[src/rtl/cog_pkg.sv]
`timescale 1ns / 1ps
// ----------------------------------------------------------------------------
// Collision occupancy grid package
// Field widths, action and command codes, register map and configuration type.
// ----------------------------------------------------------------------------
package cog_pkg;

   localparam int COORD_W     = 16;
   localparam int SIZE_W      = 15;
   localparam int MAP_W       = 7;
   localparam int TILE_W      = 9;
   localparam int NUM_W       = 17;
   localparam int STEP_W      = 5;
   localparam int ACT_W       = 2;
   localparam int CMD_W       = 3;
   localparam int CSR_ADDR_W  = 4;
   localparam int CSR_DATA_W  = 32;
   localparam int QUEUE_DEPTH = 2;

   typedef logic [ACT_W-1:0] action_type;

   localparam action_type ACT_CLEAR = 2'd0;
   localparam action_type ACT_MARK  = 2'd1;
   localparam action_type ACT_QUERY = 2'd2;

   typedef logic [CMD_W-1:0] cmd_type;

   localparam cmd_type CMD_NOP     = 3'd0;
   localparam cmd_type CMD_CLEAR   = 3'd1;
   localparam cmd_type CMD_MARK    = 3'd2;
   localparam cmd_type CMD_QUERY   = 3'd3;
   localparam cmd_type CMD_OUTSIDE = 3'd4;

   typedef logic [1:0] reg_index_type;

   localparam reg_index_type REG_MAP_WIDTH   = 2'd0;
   localparam reg_index_type REG_MAP_HEIGHT  = 2'd1;
   localparam reg_index_type REG_TILE_WIDTH  = 2'd2;
   localparam reg_index_type REG_TILE_HEIGHT = 2'd3;

   typedef struct packed {
      logic [MAP_W-1:0]  map_width_tiles;
      logic [MAP_W-1:0]  map_height_tiles;
      logic [TILE_W-1:0] tile_width_px;
      logic [TILE_W-1:0] tile_height_px;
   } cfg_type;

   localparam cfg_type CFG_RESET = '{
      map_width_tiles:  7'd64,
      map_height_tiles: 7'd64,
      tile_width_px:    9'd16,
      tile_height_px:   9'd16
   };

   function automatic int idx_w(input int n);
      return (n > 1) ? $clog2(n) : 1;
   endfunction

   function automatic int cnt_w(input int n);
      return $clog2(n + 1);
   endfunction

   function automatic int cmd_data_w(input int cols, input int rows);
      return CMD_W + 2 * idx_w(rows) + 2 * idx_w(cols);
   endfunction

endpackage

[src/rtl/cog_fifo.sv]
`timescale 1ns / 1ps
// ----------------------------------------------------------------------------
// Command queue
// Small register queue between the front and back ends.
// ----------------------------------------------------------------------------
module cog_fifo #(
   parameter int WIDTH = 8,
   parameter int DEPTH = 2
) (
   input  logic             clock,
   input  logic             reset,
   input  logic             push,
   input  logic [WIDTH-1:0] push_data,
   output logic             full,
   input  logic             pop,
   output logic             pop_valid,
   output logic [WIDTH-1:0] pop_data
);
   import cog_pkg::*;

   localparam int PTR_W = idx_w(DEPTH);
   localparam int CNT_W = cnt_w(DEPTH);

   logic [WIDTH-1:0] entry_ff [DEPTH];
   logic [PTR_W-1:0] wr_ptr_ff, wr_ptr_in;
   logic [PTR_W-1:0] rd_ptr_ff, rd_ptr_in;
   logic [CNT_W-1:0] count_ff, count_in;

   assign full      = (count_ff == CNT_W'(DEPTH));
   assign pop_valid = (count_ff != '0);
   assign pop_data  = entry_ff[rd_ptr_ff];

   always_comb begin
      wr_ptr_in = wr_ptr_ff;
      rd_ptr_in = rd_ptr_ff;
      count_in  = count_ff;
      if (push) begin
         wr_ptr_in = (wr_ptr_ff == PTR_W'(DEPTH - 1)) ? '0 : wr_ptr_ff + 1'b1;
      end
      if (pop) begin
         rd_ptr_in = (rd_ptr_ff == PTR_W'(DEPTH - 1)) ? '0 : rd_ptr_ff + 1'b1;
      end
      if (push && !pop) begin
         count_in = count_ff + 1'b1;
      end else if (pop && !push) begin
         count_in = count_ff - 1'b1;
      end
   end

   always_ff @(posedge clock) begin
      if (reset) begin
         wr_ptr_ff <= '0;
         rd_ptr_ff <= '0;
         count_ff  <= '0;
      end else begin
         wr_ptr_ff <= wr_ptr_in;
         rd_ptr_ff <= rd_ptr_in;
         count_ff  <= count_in;
      end
   end

   always_ff @(posedge clock) begin
      if (push) begin
         entry_ff[wr_ptr_ff] <= push_data;
      end
   end

endmodule

[config.mk]
export PLATFORM = sky130hd
export DESIGN_NAME = cog_fifo
export DESIGN_NICKNAME = d
export VERILOG_FILES = /design/src/rtl/cog_pkg.sv /design/src/rtl/cog_fifo.sv
export SDC_FILE = /design/constraint.sdc
export NUM_CORES = 1
export LEC_CHECK = 0
export BUFFER_PORTS_ARGS = -buffer_cell sky130_fd_sc_hd__buf_2
export CORE_ASPECT_RATIO = 1.2
export CORE_UTILIZATION = 48
export DETAILED_ROUTE_END_ITERATION = 10
export GPL_TIMING_DRIVEN = 1
export PLACE_DENSITY = 0.74
export SLEW_MARGIN = 20
export SYNTH_ARGS = -nofsm -noshare
export SYNTH_HDL_FRONTEND = slang
export SYNTH_SLANG_ARGS = --single-unit
[constraint.sdc]
create_clock -name clock -period 1.4 [get_ports clock]
set_input_delay 0.14 -clock clock [delete_from_list [all_inputs] [get_ports clock]]
set_output_delay 0.14 -clock clock [all_outputs]
set_load 0.02 [all_outputs]
==> impl_results.rst <==
.. list-table::
   :header-rows: 1

   * - Metric
     - Value
   * - Clock tree from TritonCTS
     - built
   * - Number of antenna cells inserted
     - 0
   * - Fraction of the yosys area taken by sequential cells
     - 0.739
   * - Post-synth cell types
     - 16
   * - Synth warn
     - 0
   * - TritonCTS buffer count
     - 3
   * - # port buffers
     - 21
   * - Pwr per Cell Area
     - about 1300 nW/µm²
   * - Final setup fails
     - 0
   * - Worst hold slack
     - 0.0250 ns
   * - Worst reg-to-reg setup slack
     - approximately 0.33 ns
   * - Unrepaired setup endpoints after global routing
     - yes
   * - Min Tclk post-route
     - ~1.4 ns
   * - Clock root buffer
     - sky130_fd_sc_hd__clkbuf_4
   * - Origin of the worst min-delay path
     - push_data[7]
   * - Count of filler cells inserted in the layout
     - 121
   * - Cell row count
     - 15
   * - Met2 Use GR
     - 0.260
   * - Met3 Resource Use GR
     - 0.0290
   * - Total iterations of the first detailed-routing run
     - 2
   * - Number of nets in the synthesized netlist
     - 60
   * - Dpl hpwl
     - 851 µm
   * - Critical path cell sequence
     - mux2_2 -> buf_2
   * - Area overhead of the layout relative to synthesis
     - 20.7%
   * - Cells after synthesis
     - 47
   * - Synth Register Bits
     - 21
   * - Crit path DAT
     - about 1.2 ns
   * - Multi-input combinational cell area
     - between 200 and 250 µm²
   * - Total Wirelength
     - approximately 1100 µm
   * - Detailed-route via count
     - approximately 440
   * - Number of cells on the worst hold path
     - 1
   * - FF-to-FF End
     - entry_ff[0][3]
   * - Post-route antenna net violation count
     - 0
   * - Slew at the pin closest to its max-slew limit
     - 0.379 ns
   * - Final worst-path cycle share
     - 0.973
   * - Via count normalized by instance count
     - approximately 4.9
   * - Overall power of the completed layout
     - 1.22 mW
   * - Max-cap viol count
     - 0
   * - GRT Overall Usage
     - 0.142
   * - Worst reg2reg startpoint
     - wr_ptr_ff
   * - Final Hold Vio Count
     - 0
   * - Number of clock sinks
     - 21
   * - Worst Setup Slack, final
     - between 0.03 and 0.04 ns
   * - Vias in the first global route
     - 414
   * - Endpoint of the worst hold-timing path
     - entry_ff[0][7]
   * - Post-CTS setup buffers
     - 0
   * - Number of top-level pins
     - 22
   * - Routability congestion estimate from global placement
     - 0.607
   * - CP max-delay cell
     - sky130_fd_sc_hd__dfxtp_4
   * - Path type of the worst setup path
     - register to primary output
   * - Floorplan core area
     - between 1000 and 1500 µm²
   * - WP buf/inv
     - 1
   * - CP Launch Type
     - register
   * - Fraction of met1 tracks used by global routing
     - 0.154
   * - Avg Synthesized Cell Area
     - about 17 µm²
   * - Worst clock skew
     - 0.000942 ns
   * - Area taken by flip-flops and latches
     - roughly 580 µm²
   * - Residual DRC count
     - 0
   * - Final Slew Violations
     - 0
   * - Largest voltage drop on the vdd net
     - 665 µV
   * - Clock latency reported for the late side of the worst-skew pair
     - approximately 0.30 ns
   * - Relative max-transition margin
     - 0.747
   * - Die Footprint
     - roughly 1800 µm²
   * - Status
     - complete, no violations
   * - Number of levels the H-tree was split into
     - 1
   * - Chip height
     - between 40 and 50 µm
   * - Worst setup slack before clock tree synthesis
     - between 0.15 and 0.2 ns
   * - Post-layout util
     - 0.640
   * - Busiest metal layer after global routing
     - met2
   * - Worst min path class
     - input port to register
   * - Overall overflow remaining after global route
     - 0
   * - Worst-path maximum fanout
     - 8
   * - Required time reported for the critical path endpoint
     - ~1.3 ns
   * - Family with the most delay on the worst path
     - flip-flops
   * - Final layout net count
     - 86
   * - Largest net degree at the start of global routing
     - 12
   * - Largest stage delay, worst path
     - 0.43 ns
   * - First-pass GRT wire length
     - between 1500 and 2000 µm
   * - Clock tree buffer depth
     - 2
   * - Worst-path clk slew
     - ~0.1 ns
   * - P_leak
     - 0.386 nW
   * - Post-synthesis instance area
     - around 790 µm²
   * - Initial antenna violation count
     - 0
   * - Register-to-Register Path Depth
     - 2
   * - Die width
     - ~39 µm
   * - Highest clock frequency the design can meet
     - between 700 and 800 MHz
   * - Final routed wire length divided by cell count
     - about 13 µm
   * - CP endpoint kind
     - primary output
   * - Initial drt markers
     - 1
   * - Starting Density
     - 0.530
   * - Fraction of final layout cells with drive strength greater than 1
     - 0.500
==> report_power, final <==
part,switching [mW],internal [mW]
combinational,0.106,0.0937
sequential,0.0280,0.720
clock,0.167,0.111
==> worst max path at each step <==
stage                                 to  slack, ns  cells after the start  startpoint
after floorplan           entry_ff[0][0]       0.31                      1   wr_ptr_ff
after global placement       pop_data[1]       0.21                      2    register
after detailed placement     pop_data[1]       0.20                      2    register
after CTS                    pop_data[1]       0.02                      2    register
after global routing         pop_data[2]      -0.02                      2    register
final                        pop_data[4]       0.04                      2    register
==> logic make-up after synthesis <==
group | Yosys count | share of synthesized area
multiplexers | 8 | 0.115
AO/OA/AOI/OAI | 2 | 0.0127
adder cells (fa/ha/maj) | 1 | 0.0159
AND/OR/NAND/NOR | 9 | 0.0621
flip-flops | 21 | 0.739
XOR/XNOR | 4 | 0.0446
buffers and inverters | 2 | 0.0111
==> through the flow <==
step | area [µm²] | TNS (ns) | cells
after CTS | 945 | 0 | 89
after floorplan | 786 | 0 | 47
after global placement | 915 | 0 | 85
after global routing | 948 | -0.102 | 89
after detailed placement | 915 | 0 | 85
final | 948 | 0 | 89
==> metal layers <==
| metal | wire [µm] | up-vias |
|---|---|---|
| li1 | - | 217 |
| met4 | 10 | 0 |
| met1 | 447 | 206 |
| met5 | 0 | - |
| met3 | 45 | 2 |
| met2 | 620 | 14 |
==> registers in the layout, indices dropped and copies added (netlist names), named ones only <==
signal     flops
wr_ptr_ff      1
entry_ff      16
count_ff       2
rd_ptr_ff      1
==> cell usage after synthesis, drive strengths merged <==
master | n | area, µm²
nor2 | 4 | 15.0
mux2 | 8 | 90.1
or3 | 1 | 6.26
a21oi | 1 | 5.00
or2 | 1 | 6.26
o21ai | 1 | 5.00
and2 | 1 | 6.26
nor2b | 1 | 6.26
inv | 1 | 3.75
xor2 | 2 | 17.5
and2b | 1 | 8.76
ha | 1 | 12.5
dfxtp | 5 | 100
buf | 1 | 5.00
xnor2 | 2 | 17.5
edfxtp | 16 | 480
==> layout by cell type, fill, tap and decap left out <==
| cell type | netlist | final |
|---|---|---|
| sky130_fd_sc_hd__a21oi_1 | 1 | 1 |
| sky130_fd_sc_hd__and2_1 | 1 | 1 |
| sky130_fd_sc_hd__and2b_2 | 1 | 1 |
| sky130_fd_sc_hd__buf_2 | 1 | 21 |
| sky130_fd_sc_hd__buf_4 | 0 | 1 |
| sky130_fd_sc_hd__clkbuf_1 | 0 | 1 |
| sky130_fd_sc_hd__clkbuf_4 | 0 | 3 |
| sky130_fd_sc_hd__dfxtp_1 | 5 | 4 |
| sky130_fd_sc_hd__dfxtp_4 | 0 | 1 |
| sky130_fd_sc_hd__edfxtp_1 | 16 | 16 |
| sky130_fd_sc_hd__ha_1 | 1 | 1 |
| sky130_fd_sc_hd__inv_1 | 1 | 1 |
| sky130_fd_sc_hd__mux2_2 | 8 | 7 |
| sky130_fd_sc_hd__mux2_4 | 0 | 1 |
| sky130_fd_sc_hd__nor2_1 | 4 | 4 |
| sky130_fd_sc_hd__nor2b_1 | 1 | 1 |
| sky130_fd_sc_hd__o21ai_0 | 1 | 1 |
| sky130_fd_sc_hd__or2_2 | 1 | 1 |
| sky130_fd_sc_hd__or3_1 | 1 | 1 |
| sky130_fd_sc_hd__xnor2_1 | 2 | 2 |
| sky130_fd_sc_hd__xor2_1 | 2 | 2 |
==> repair_timing <==
| action | CTS | global route |
|---|---|---|
| hold buffers | 0 | 0 |
| gates resized for setup | 2 | 1 |
| setup endpoints to repair | 8 | 8 |
| hold endpoints to repair | 0 | 0 |
==> area by class of cell <==
type / count / area share
Inverter: 1 / 0.00396
Tap cell: 17 / 0.0224
Clock buffer: 4 / 0.0277
Timing Repair Buffer: 22 / 0.119
Sequential cell: 21 / 0.616
Multi-Input combinational cell: 24 / 0.211
(Power assumes the default switching activity.)
