[config.mk]
export PLATFORM = sky130hd
export DESIGN_NAME = cog_front
export DESIGN_NICKNAME = d
export VERILOG_FILES = /design/src/rtl/cog_pkg.sv /design/src/rtl/cog_div.sv /design/src/rtl/cog_front.sv
export SDC_FILE = /design/constraint.sdc
export NUM_CORES = 1
export LEC_CHECK = 0
export BUFFER_PORTS_ARGS = -buffer_cell sky130_fd_sc_hd__buf_2
export CAP_MARGIN = 40
export CORE_MARGIN = 5
export CORE_UTILIZATION = 40
export CTS_BUF_LIST = sky130_fd_sc_hd__clkbuf_4 sky130_fd_sc_hd__clkbuf_8
export DETAILED_ROUTE_END_ITERATION = 6
export PLACE_DENSITY = 0.56
export SKIP_LAST_GASP = 1
export SYNTH_ARGS = -nofsm -noshare
export SYNTH_HDL_FRONTEND = slang
export SYNTH_SLANG_ARGS = --single-unit
export TNS_END_PERCENT = 1
[constraint.sdc]
create_clock -name clock -period 9.45 [get_ports clock]
set_input_delay 2.3625 -clock clock [delete_from_list [all_inputs] [get_ports clock]]
set_output_delay 2.3625 -clock clock [all_outputs]
set_load 0.02 [all_outputs]
[src/rtl/cog_pkg.sv]
`timescale 1ns / 1ps
// ----------------------------------------------------------------------------
// Collision occupancy grid package
// Field widths, action and command codes, register map and configuration type.
// ----------------------------------------------------------------------------
package cog_pkg;

   localparam int COORD_W     = 16;
   localparam int SIZE_W      = 15;
   localparam int MAP_W       = 7;
   localparam int TILE_W      = 9;
   localparam int NUM_W       = 17;
   localparam int STEP_W      = 5;
   localparam int ACT_W       = 2;
   localparam int CMD_W       = 3;
   localparam int CSR_ADDR_W  = 4;
   localparam int CSR_DATA_W  = 32;
   localparam int QUEUE_DEPTH = 2;

   typedef logic [ACT_W-1:0] action_type;

   localparam action_type ACT_CLEAR = 2'd0;
   localparam action_type ACT_MARK  = 2'd1;
   localparam action_type ACT_QUERY = 2'd2;

   typedef logic [CMD_W-1:0] cmd_type;

   localparam cmd_type CMD_NOP     = 3'd0;
   localparam cmd_type CMD_CLEAR   = 3'd1;
   localparam cmd_type CMD_MARK    = 3'd2;
   localparam cmd_type CMD_QUERY   = 3'd3;
   localparam cmd_type CMD_OUTSIDE = 3'd4;

   typedef logic [1:0] reg_index_type;

   localparam reg_index_type REG_MAP_WIDTH   = 2'd0;
   localparam reg_index_type REG_MAP_HEIGHT  = 2'd1;
   localparam reg_index_type REG_TILE_WIDTH  = 2'd2;
   localparam reg_index_type REG_TILE_HEIGHT = 2'd3;

   typedef struct packed {
      logic [MAP_W-1:0]  map_width_tiles;
      logic [MAP_W-1:0]  map_height_tiles;
      logic [TILE_W-1:0] tile_width_px;
      logic [TILE_W-1:0] tile_height_px;
   } cfg_type;

   localparam cfg_type CFG_RESET = '{
      map_width_tiles:  7'd64,
      map_height_tiles: 7'd64,
      tile_width_px:    9'd16,
      tile_height_px:   9'd16
   };

   function automatic int idx_w(input int n);
      return (n > 1) ? $clog2(n) : 1;
   endfunction

   function automatic int cnt_w(input int n);
      return $clog2(n + 1);
   endfunction

   function automatic int cmd_data_w(input int cols, input int rows);
      return CMD_W + 2 * idx_w(rows) + 2 * idx_w(cols);
   endfunction

endpackage

[src/rtl/cog_div.sv]
`timescale 1ns / 1ps
// ----------------------------------------------------------------------------
// Tile span divider
// Restoring unsigned divider, one quotient bit per cycle; the quotient holds
// after done until the next start.
// ----------------------------------------------------------------------------
module cog_div (
   input  logic                       clock,
   input  logic                       reset,
   input  logic                       start,
   input  logic [cog_pkg::NUM_W-1:0]  numer,
   input  logic [cog_pkg::TILE_W-1:0] denom,
   output logic                       done,
   output logic [cog_pkg::NUM_W-1:0]  quot
);
   import cog_pkg::*;

   logic              run_ff, run_in;
   logic              done_ff, done_in;
   logic [STEP_W-1:0] step_ff, step_in;
   logic [TILE_W-1:0] rem_ff, rem_in;
   logic [NUM_W-1:0]  quo_ff, quo_in;
   logic [TILE_W-1:0] den_ff, den_in;
   logic [TILE_W:0]   trial;
   logic [TILE_W:0]   diff;

   always_comb begin
      trial   = {rem_ff, quo_ff[NUM_W-1]};
      diff    = trial - {1'b0, den_ff};
      run_in  = run_ff;
      done_in = 1'b0;
      step_in = step_ff;
      rem_in  = rem_ff;
      quo_in  = quo_ff;
      den_in  = den_ff;
      if (start) begin
         run_in  = 1'b1;
         step_in = '0;
         rem_in  = '0;
         quo_in  = numer;
         den_in  = denom;
      end else if (run_ff) begin
         if (trial >= {1'b0, den_ff}) begin
            rem_in = diff[TILE_W-1:0];
            quo_in = {quo_ff[NUM_W-2:0], 1'b1};
         end else begin
            rem_in = trial[TILE_W-1:0];
            quo_in = {quo_ff[NUM_W-2:0], 1'b0};
         end
         step_in = step_ff + 1'b1;
         if (step_ff == STEP_W'(NUM_W - 1)) begin
            run_in  = 1'b0;
            done_in = 1'b1;
         end
      end
   end

   always_ff @(posedge clock) begin
      if (reset) begin
         run_ff  <= 1'b0;
         done_ff <= 1'b0;
         step_ff <= '0;
      end else begin
         run_ff  <= run_in;
         done_ff <= done_in;
         step_ff <= step_in;
      end
   end

   always_ff @(posedge clock) begin
      rem_ff <= rem_in;
      quo_ff <= quo_in;
      den_ff <= den_in;
   end

   assign done = done_ff;
   assign quot = quo_ff;

endmodule

[src/rtl/cog_front.sv]
`timescale 1ns / 1ps
// ----------------------------------------------------------------------------
// Occupancy grid front end
// Accepts items, classifies them, turns mark rectangles into clipped tile
// spans and queues commands for the back end.
// ----------------------------------------------------------------------------
module cog_front #(
   parameter int MAX_MAP_COLS = 64,
   parameter int MAX_MAP_ROWS = 64
) (
   input  logic                        clock,
   input  logic                        reset,
   input  cog_pkg::cfg_type            cfg,
   input  logic                        start,
   input  logic                        full,
   input  logic                        init_busy,
   output logic                        busy,
   input  cog_pkg::action_type         action,
   input  logic signed [cog_pkg::COORD_W-1:0] rect_left,
   input  logic signed [cog_pkg::COORD_W-1:0] rect_top,
   input  logic [cog_pkg::SIZE_W-1:0]  rect_width,
   input  logic [cog_pkg::SIZE_W-1:0]  rect_height,
   input  logic signed [cog_pkg::COORD_W-1:0] query_col,
   input  logic signed [cog_pkg::COORD_W-1:0] query_row,
   output logic                        push,
   output logic [cog_pkg::cmd_data_w(MAX_MAP_COLS, MAX_MAP_ROWS)-1:0] push_data
);
   import cog_pkg::*;

   localparam int COL_W  = idx_w(MAX_MAP_COLS);
   localparam int ROW_W  = idx_w(MAX_MAP_ROWS);
   localparam int CCNT_W = cnt_w(MAX_MAP_COLS);
   localparam int RCNT_W = cnt_w(MAX_MAP_ROWS);

   localparam logic [2:0] F_IDLE    = 3'd0;
   localparam logic [2:0] F_LO_GO   = 3'd1;
   localparam logic [2:0] F_LO_WAIT = 3'd2;
   localparam logic [2:0] F_HI_GO   = 3'd3;
   localparam logic [2:0] F_HI_WAIT = 3'd4;
   localparam logic [2:0] F_PUSH    = 3'd5;

   logic [2:0]        state_ff, state_in;
   logic [NUM_W-1:0]  lo_c_ff, lo_c_in, lo_r_ff, lo_r_in;
   logic [NUM_W-1:0]  hi_c_ff, hi_c_in, hi_r_ff, hi_r_in;
   logic              hi_neg_ff, hi_neg_in;
   logic [NUM_W-1:0]  qlo_c_ff, qlo_c_in, qlo_r_ff, qlo_r_in;

   logic [CCNT_W-1:0] cols;
   logic [RCNT_W-1:0] rows;
   logic [TILE_W-1:0] tw, th;
   logic [NUM_W:0]    hi_c_sum, hi_r_sum;
   logic [NUM_W-1:0]  lo_c_num, lo_r_num;
   logic              q_out;
   logic              accept;
   logic              div_start;
   logic [NUM_W-1:0]  num_c, num_r;
   logic              done_c, done_r;
   logic [NUM_W-1:0]  quot_c, quot_r;
   logic              span_empty;
   logic [COL_W-1:0]  c0, c1;
   logic [ROW_W-1:0]  r0, r1;

   assign cols = (32'(cfg.map_width_tiles) > MAX_MAP_COLS) ? CCNT_W'(MAX_MAP_COLS)
                                                          : CCNT_W'(cfg.map_width_tiles);
   assign rows = (32'(cfg.map_height_tiles) > MAX_MAP_ROWS) ? RCNT_W'(MAX_MAP_ROWS)
                                                           : RCNT_W'(cfg.map_height_tiles);
   assign tw = (cfg.tile_width_px == '0) ? TILE_W'(1) : cfg.tile_width_px;
   assign th = (cfg.tile_height_px == '0) ? TILE_W'(1) : cfg.tile_height_px;

   assign busy   = (state_ff != F_IDLE) | full | init_busy;
   assign accept = start & ~busy;

   // pixel left of the origin clips to tile 0
   assign lo_c_num = rect_left[COORD_W-1] ? '0 : NUM_W'(rect_left[COORD_W-2:0]);
   assign lo_r_num = rect_top[COORD_W-1]  ? '0 : NUM_W'(rect_top[COORD_W-2:0]);
   assign hi_c_sum = {{(NUM_W+1-COORD_W){rect_left[COORD_W-1]}}, rect_left}
                   + {{(NUM_W+1-SIZE_W){1'b0}}, rect_width} - (NUM_W+1)'(1);
   assign hi_r_sum = {{(NUM_W+1-COORD_W){rect_top[COORD_W-1]}}, rect_top}
                   + {{(NUM_W+1-SIZE_W){1'b0}}, rect_height} - (NUM_W+1)'(1);

   assign q_out = query_col[COORD_W-1] | query_row[COORD_W-1]
                | (32'(query_col[COORD_W-2:0]) >= 32'(cols))
                | (32'(query_row[COORD_W-2:0]) >= 32'(rows));

   assign div_start = (state_ff == F_LO_GO) | (state_ff == F_HI_GO);
   assign num_c     = (state_ff == F_HI_GO) ? hi_c_ff : lo_c_ff;
   assign num_r     = (state_ff == F_HI_GO) ? hi_r_ff : lo_r_ff;

   cog_div u_div_col (
      .clock (clock),
      .reset (reset),
      .start (div_start),
      .numer (num_c),
      .denom (tw),
      .done  (done_c),
      .quot  (quot_c)
   );

   cog_div u_div_row (
      .clock (clock),
      .reset (reset),
      .start (div_start),
      .numer (num_r),
      .denom (th),
      .done  (done_r),
      .quot  (quot_r)
   );

   assign span_empty = hi_neg_ff | (32'(qlo_c_ff) >= 32'(cols)) | (32'(qlo_r_ff) >= 32'(rows));
   assign c0 = COL_W'(qlo_c_ff);
   assign r0 = ROW_W'(qlo_r_ff);
   assign c1 = (32'(quot_c) >= 32'(cols)) ? COL_W'(cols - 1'b1) : COL_W'(quot_c);
   assign r1 = (32'(quot_r) >= 32'(rows)) ? ROW_W'(rows - 1'b1) : ROW_W'(quot_r);

   always_comb begin
      state_in  = state_ff;
      lo_c_in   = lo_c_ff;
      lo_r_in   = lo_r_ff;
      hi_c_in   = hi_c_ff;
      hi_r_in   = hi_r_ff;
      hi_neg_in = hi_neg_ff;
      qlo_c_in  = qlo_c_ff;
      qlo_r_in  = qlo_r_ff;
      push      = 1'b0;
      push_data = {CMD_NOP, {(2*ROW_W + 2*COL_W){1'b0}}};
      unique case (state_ff)
         F_IDLE: begin
            if (accept) begin
               unique case (action)
                  ACT_CLEAR: begin
                     push      = 1'b1;
                     push_data = {CMD_CLEAR, {(2*ROW_W + 2*COL_W){1'b0}}};
                  end
                  ACT_MARK: begin
                     if (rect_width == '0 || rect_height == '0) begin
                        push = 1'b1;
                     end else begin
                        lo_c_in   = lo_c_num;
                        lo_r_in   = lo_r_num;
                        hi_c_in   = hi_c_sum[NUM_W-1:0];
                        hi_r_in   = hi_r_sum[NUM_W-1:0];
                        hi_neg_in = hi_c_sum[NUM_W] | hi_r_sum[NUM_W];
                        state_in  = F_LO_GO;
                     end
                  end
                  ACT_QUERY: begin
                     push = 1'b1;
                     if (q_out) begin
                        push_data = {CMD_OUTSIDE, {(2*ROW_W + 2*COL_W){1'b0}}};
                     end else begin
                        push_data = {CMD_QUERY, ROW_W'(query_row[COORD_W-2:0]),
                                     {ROW_W{1'b0}}, COL_W'(query_col[COORD_W-2:0]),
                                     {COL_W{1'b0}}};
                     end
                  end
                  default: begin
                     push = 1'b1;
                  end
               endcase
            end
         end
         F_LO_GO: begin
            state_in = F_LO_WAIT;
         end
         F_LO_WAIT: begin
            if (done_c && done_r) begin
               qlo_c_in = quot_c;
               qlo_r_in = quot_r;
               state_in = F_HI_GO;
            end
         end
         F_HI_GO: begin
            state_in = F_HI_WAIT;
         end
         F_HI_WAIT: begin
            if (done_c && done_r) begin
               state_in = F_PUSH;
            end
         end
         F_PUSH: begin
            if (!full) begin
               push     = 1'b1;
               state_in = F_IDLE;
               if (!span_empty) begin
                  push_data = {CMD_MARK, r0, r1, c0, c1};
               end
            end
         end
         default: begin
            state_in = F_IDLE;
         end
      endcase
   end

   always_ff @(posedge clock) begin
      if (reset) begin
         state_ff <= F_IDLE;
      end else begin
         state_ff <= state_in;
      end
   end

   always_ff @(posedge clock) begin
      lo_c_ff   <= lo_c_in;
      lo_r_ff   <= lo_r_in;
      hi_c_ff   <= hi_c_in;
      hi_r_ff   <= hi_r_in;
      hi_neg_ff <= hi_neg_in;
      qlo_c_ff  <= qlo_c_in;
      qlo_r_ff  <= qlo_r_in;
   end

endmodule

==> impl_metrics.toml <==
[critical_path]
regToRegStartpoint = "u_div_col.quot[16]"
cp_slowest_cell = "nand4_1"
crit_chain = "buf_2 > clkinv_1 > nand2_1 > ha_1 > and3_1 > a311oi_1 > nand4_1 > nor3_1 > nand4_1 > a211oi_1 > buf_2"
critPathKind = "in2out"
start_kind = "input port"
crit_family = "simple AND/OR/NAND/NOR gates"
critPathMaxStageDelay_ns = 0.53
critPathMaxFanout = 13
path_buf_inv = 3
endpoint_kind = "output port"
reg2reg_depth = 10
reg2reg_slack_ns = 6.73
r2r-end = "u_div_col.rem_ff[0]"
cp.arrival_ns = 5.26
required_ns = 7.09

[synth]
synth_area_um2 = 11490
synth_edf_count = 151
synthArstFlopShare = 0
synth_cells = 1141
syn_avg_cell_area_um2 = 10.07
synth_fa_ha_area_frac = 0.1441
muxShareOfSynthArea = 0.04017
synth.area.top_cells = "edfxtp_1 39%, ha_1 14%, dfxtp_1 6.1%"
ys_warn_count = 0
syn_nets = 1404
synth_compound_area_frac = 0.1189
yosys-top-cells-count = "172 x inv_1, 151 x edfxtp_1, 126 x ha_1"
synthSimpleGateAreaFrac = 0.1288
synth-main-ff-cell = "edfxtp_1"
synth_cell_types = 66
post-synth-top-count-cell = "inv_1"
ys_seq_area_frac = 0.4555
synth_top_family_by_area = "adder cells"
ys_seq_elements = 186
yosysTopAreaCell = "edfxtp_1"
yosys.area.top_type_share = 0.3946
synthXorXnorAreaFrac = 0.03887

[clocking]
clk_pin_slew_ns = 0.09
h-tree-depth = 4
ctsHoldBuffers = 0
cts_tree = "yes"
cts_made_buffers = 17
clk_path_buf_depth = 2
cts.sinks = 186
clock_latency_ns = 0.47
cts_root_buf = "clkbuf_8"
cts_setup_buffers = 0
ctsResizeCount = 0

[run]
drv_cap = 0

[sta]
fin_setup_tns_ns = 0
finalHoldViolations = 0
holdWs_ns = 0.4789
fin_crit_ns = 7.626
slew_viol_final = 0
fin_skew_ns = 0.02824
setup_viol = 0
grt_setup_unrepaired = "false"
tightest_slew_ns = 0.8211
fmax_mhz = 131.1
fin_crit_sh = 0.8070
slew_headroom = 0.4526

[power_and_ir_drop]
share_seq_of_total_power = 0.479
p_int_mw = 1.407
power_density_nw_per_um2 = 154.5
pwr-share-comb = 0.273
vdd_drop_max_uv = 89.27
leakagePower_nw = 5.713
pwr-share-clk = 0.248
p_sw_uw = 605.0
p_sw_frac = 0.3007

[floorplan]
die_h_um = 179.5
die_w_um = 179.5
core_um2 = 28550
initial_core_util = 0.4026
io_pins = 162
die_area_um2 = 32220
num_rows = 62

[global_route]
grt_pass1_wl_mm = 41.57
grt_pass1_vias = 8043
overflow = 0
antenna_found_initial = 0
grtUsageTotal = 0.1556
grt_max_degree = 67

[cells_and_area]
area_growth_pct = 13.27
fin_area_um2 = 13020
diodes = 0
nets = 1545
drive_gt1_frac = 0.1745
instances_no_fill = 1679

[placed_design]
dp_cells = 1647
dp.final_hpwl_mm = 20.00
numPortBuffers = 161
dpl_cell_area_um2 = 12650
place_congestion = 0.8454

[detailed_routing]
wire_per_inst_um = 15.07
postRouteWirelength_mm = 25.30
drc_errors = 0
vias_per_cell = 4.962
ant_nets = 0
vias = 8331
drt_iter0_markers = 490
drt_pass1_iterations = 5

[run_status]
status = "finished clean"

[min_path]
hold_end = "u_div_row.rem_ff[8]"
holdPathStages = 2
hp-start = "u_div_row.rem_ff[8]"
hold_path_class = "reg2reg"
-- power groups by stage --
stage               combinational, mW  sequential (mW)  clock (mW)
global placement                0.548            0.982           0
finish                          0.550            0.963       0.499
CTS                             0.556            0.964       0.514
global route                    0.629            0.971       0.550
floorplan                       0.437            0.974           0
detailed placement              0.552            0.982           0
-- metal layers --
metal,wire [um],GRT usage
met4,290,0.03718
met3,1201,0.03052
met1,13430,0.2403
met5,0,0
met2,10380,0.2243
-- worst max path at each step --
stage | start | end | depth (start not counted)
after global placement | cfg[24] | push_data[3] | 11
after CTS | cfg[24] | push_data[3] | 11
after detailed placement | cfg[24] | push_data[3] | 11
after floorplan | cfg[24] | push_data[5] | 10
final | cfg[24] | push_data[12] | 11
after global routing | cfg[24] | push_data[12] | 11
-- cell usage in the layout (no fill, tap or decap), drive strengths merged, types with 4 or more instances in the layout --
cell type and count:
xnor2 29, a21boi 4, or2 6, nor2 92, o2111ai 5, nand4 14
ha 126, o21ai 61, a311oi 5, nor4 22, nand4b 4, dfxtp 35
nor3 23, fa 4, a21o 23, or4 4, a22o 13, o211ai 4
a211oi 16, a21oi 36, inv 175, mux2i 45, edfxtp 151, nand2b 11
or3 4, xor2 22, nand2 77, buf 167, nor2b 11, clkinvlp 4
clkinv 8, clkbuf 19, a31oi 8, o21a 9, nand3 23
-- layout make-up --
class | instances | area, um^2
well taps | 384 | 480.5
multi-input cells | 735 | 5424
fillers | 2836 | 15530
clock inverters | 13 | 120.1
flip-flops and latches | 186 | 5236
inverters | 175 | 656.9
clock buffers | 19 | 249.0
repair buffers | 167 | 850.8
-- state kept, by name (all words and copies together) (netlist names), 5 cells and up --
name	flops
lo_c_ff	15
u_div_row.den_ff	9
u_div_col.step_ff	5
hi_r_ff	17
u_div_col.den_ff	9
u_div_row.step_ff	5
u_div_row.rem_ff	9
u_div_row.quot	17
hi_c_ff	17
u_div_col.rem_ff	9
lo_r_ff	15
qlo_r_ff	17
qlo_c_ff	17
u_div_col.quot	17
-- worst register-to-register path: stages, from the launching register on --
cell and delay, ns:
edfxtp_1 0.41, inv_1 0.11, ha_1 0.23, fa_1 0.41
nor2b_1 0.12, o21ai_0 0.08, nand2b_1 0.17, a221oi_2 0.11
o21ai_2 0.50, mux2_2 0.41, a21oi_1 0.13
-- logic make-up after synthesis --
| logic type | count (synthesis) |
|---|---|
| and+or+nand+nor | 303 |
| buffers and inverters | 220 |
| AOI/OAI and AO/OA | 205 |
| DFF | 186 |
| adders and majority gates | 130 |
| xor gates and xnor gates | 51 |
| muxes | 46 |
-- stage by stage --
stage                 util  worst slack (ns)  power, mW
floorplan                -             2.496      1.411
global placement    0.4428             1.978      1.530
detailed placement  0.4431             1.875      1.535
CTS                 0.4560             1.876      2.034
global route        0.4560             1.557      2.149
finish              0.4560             1.824      2.012
Power figures use the tool's default switching activity.
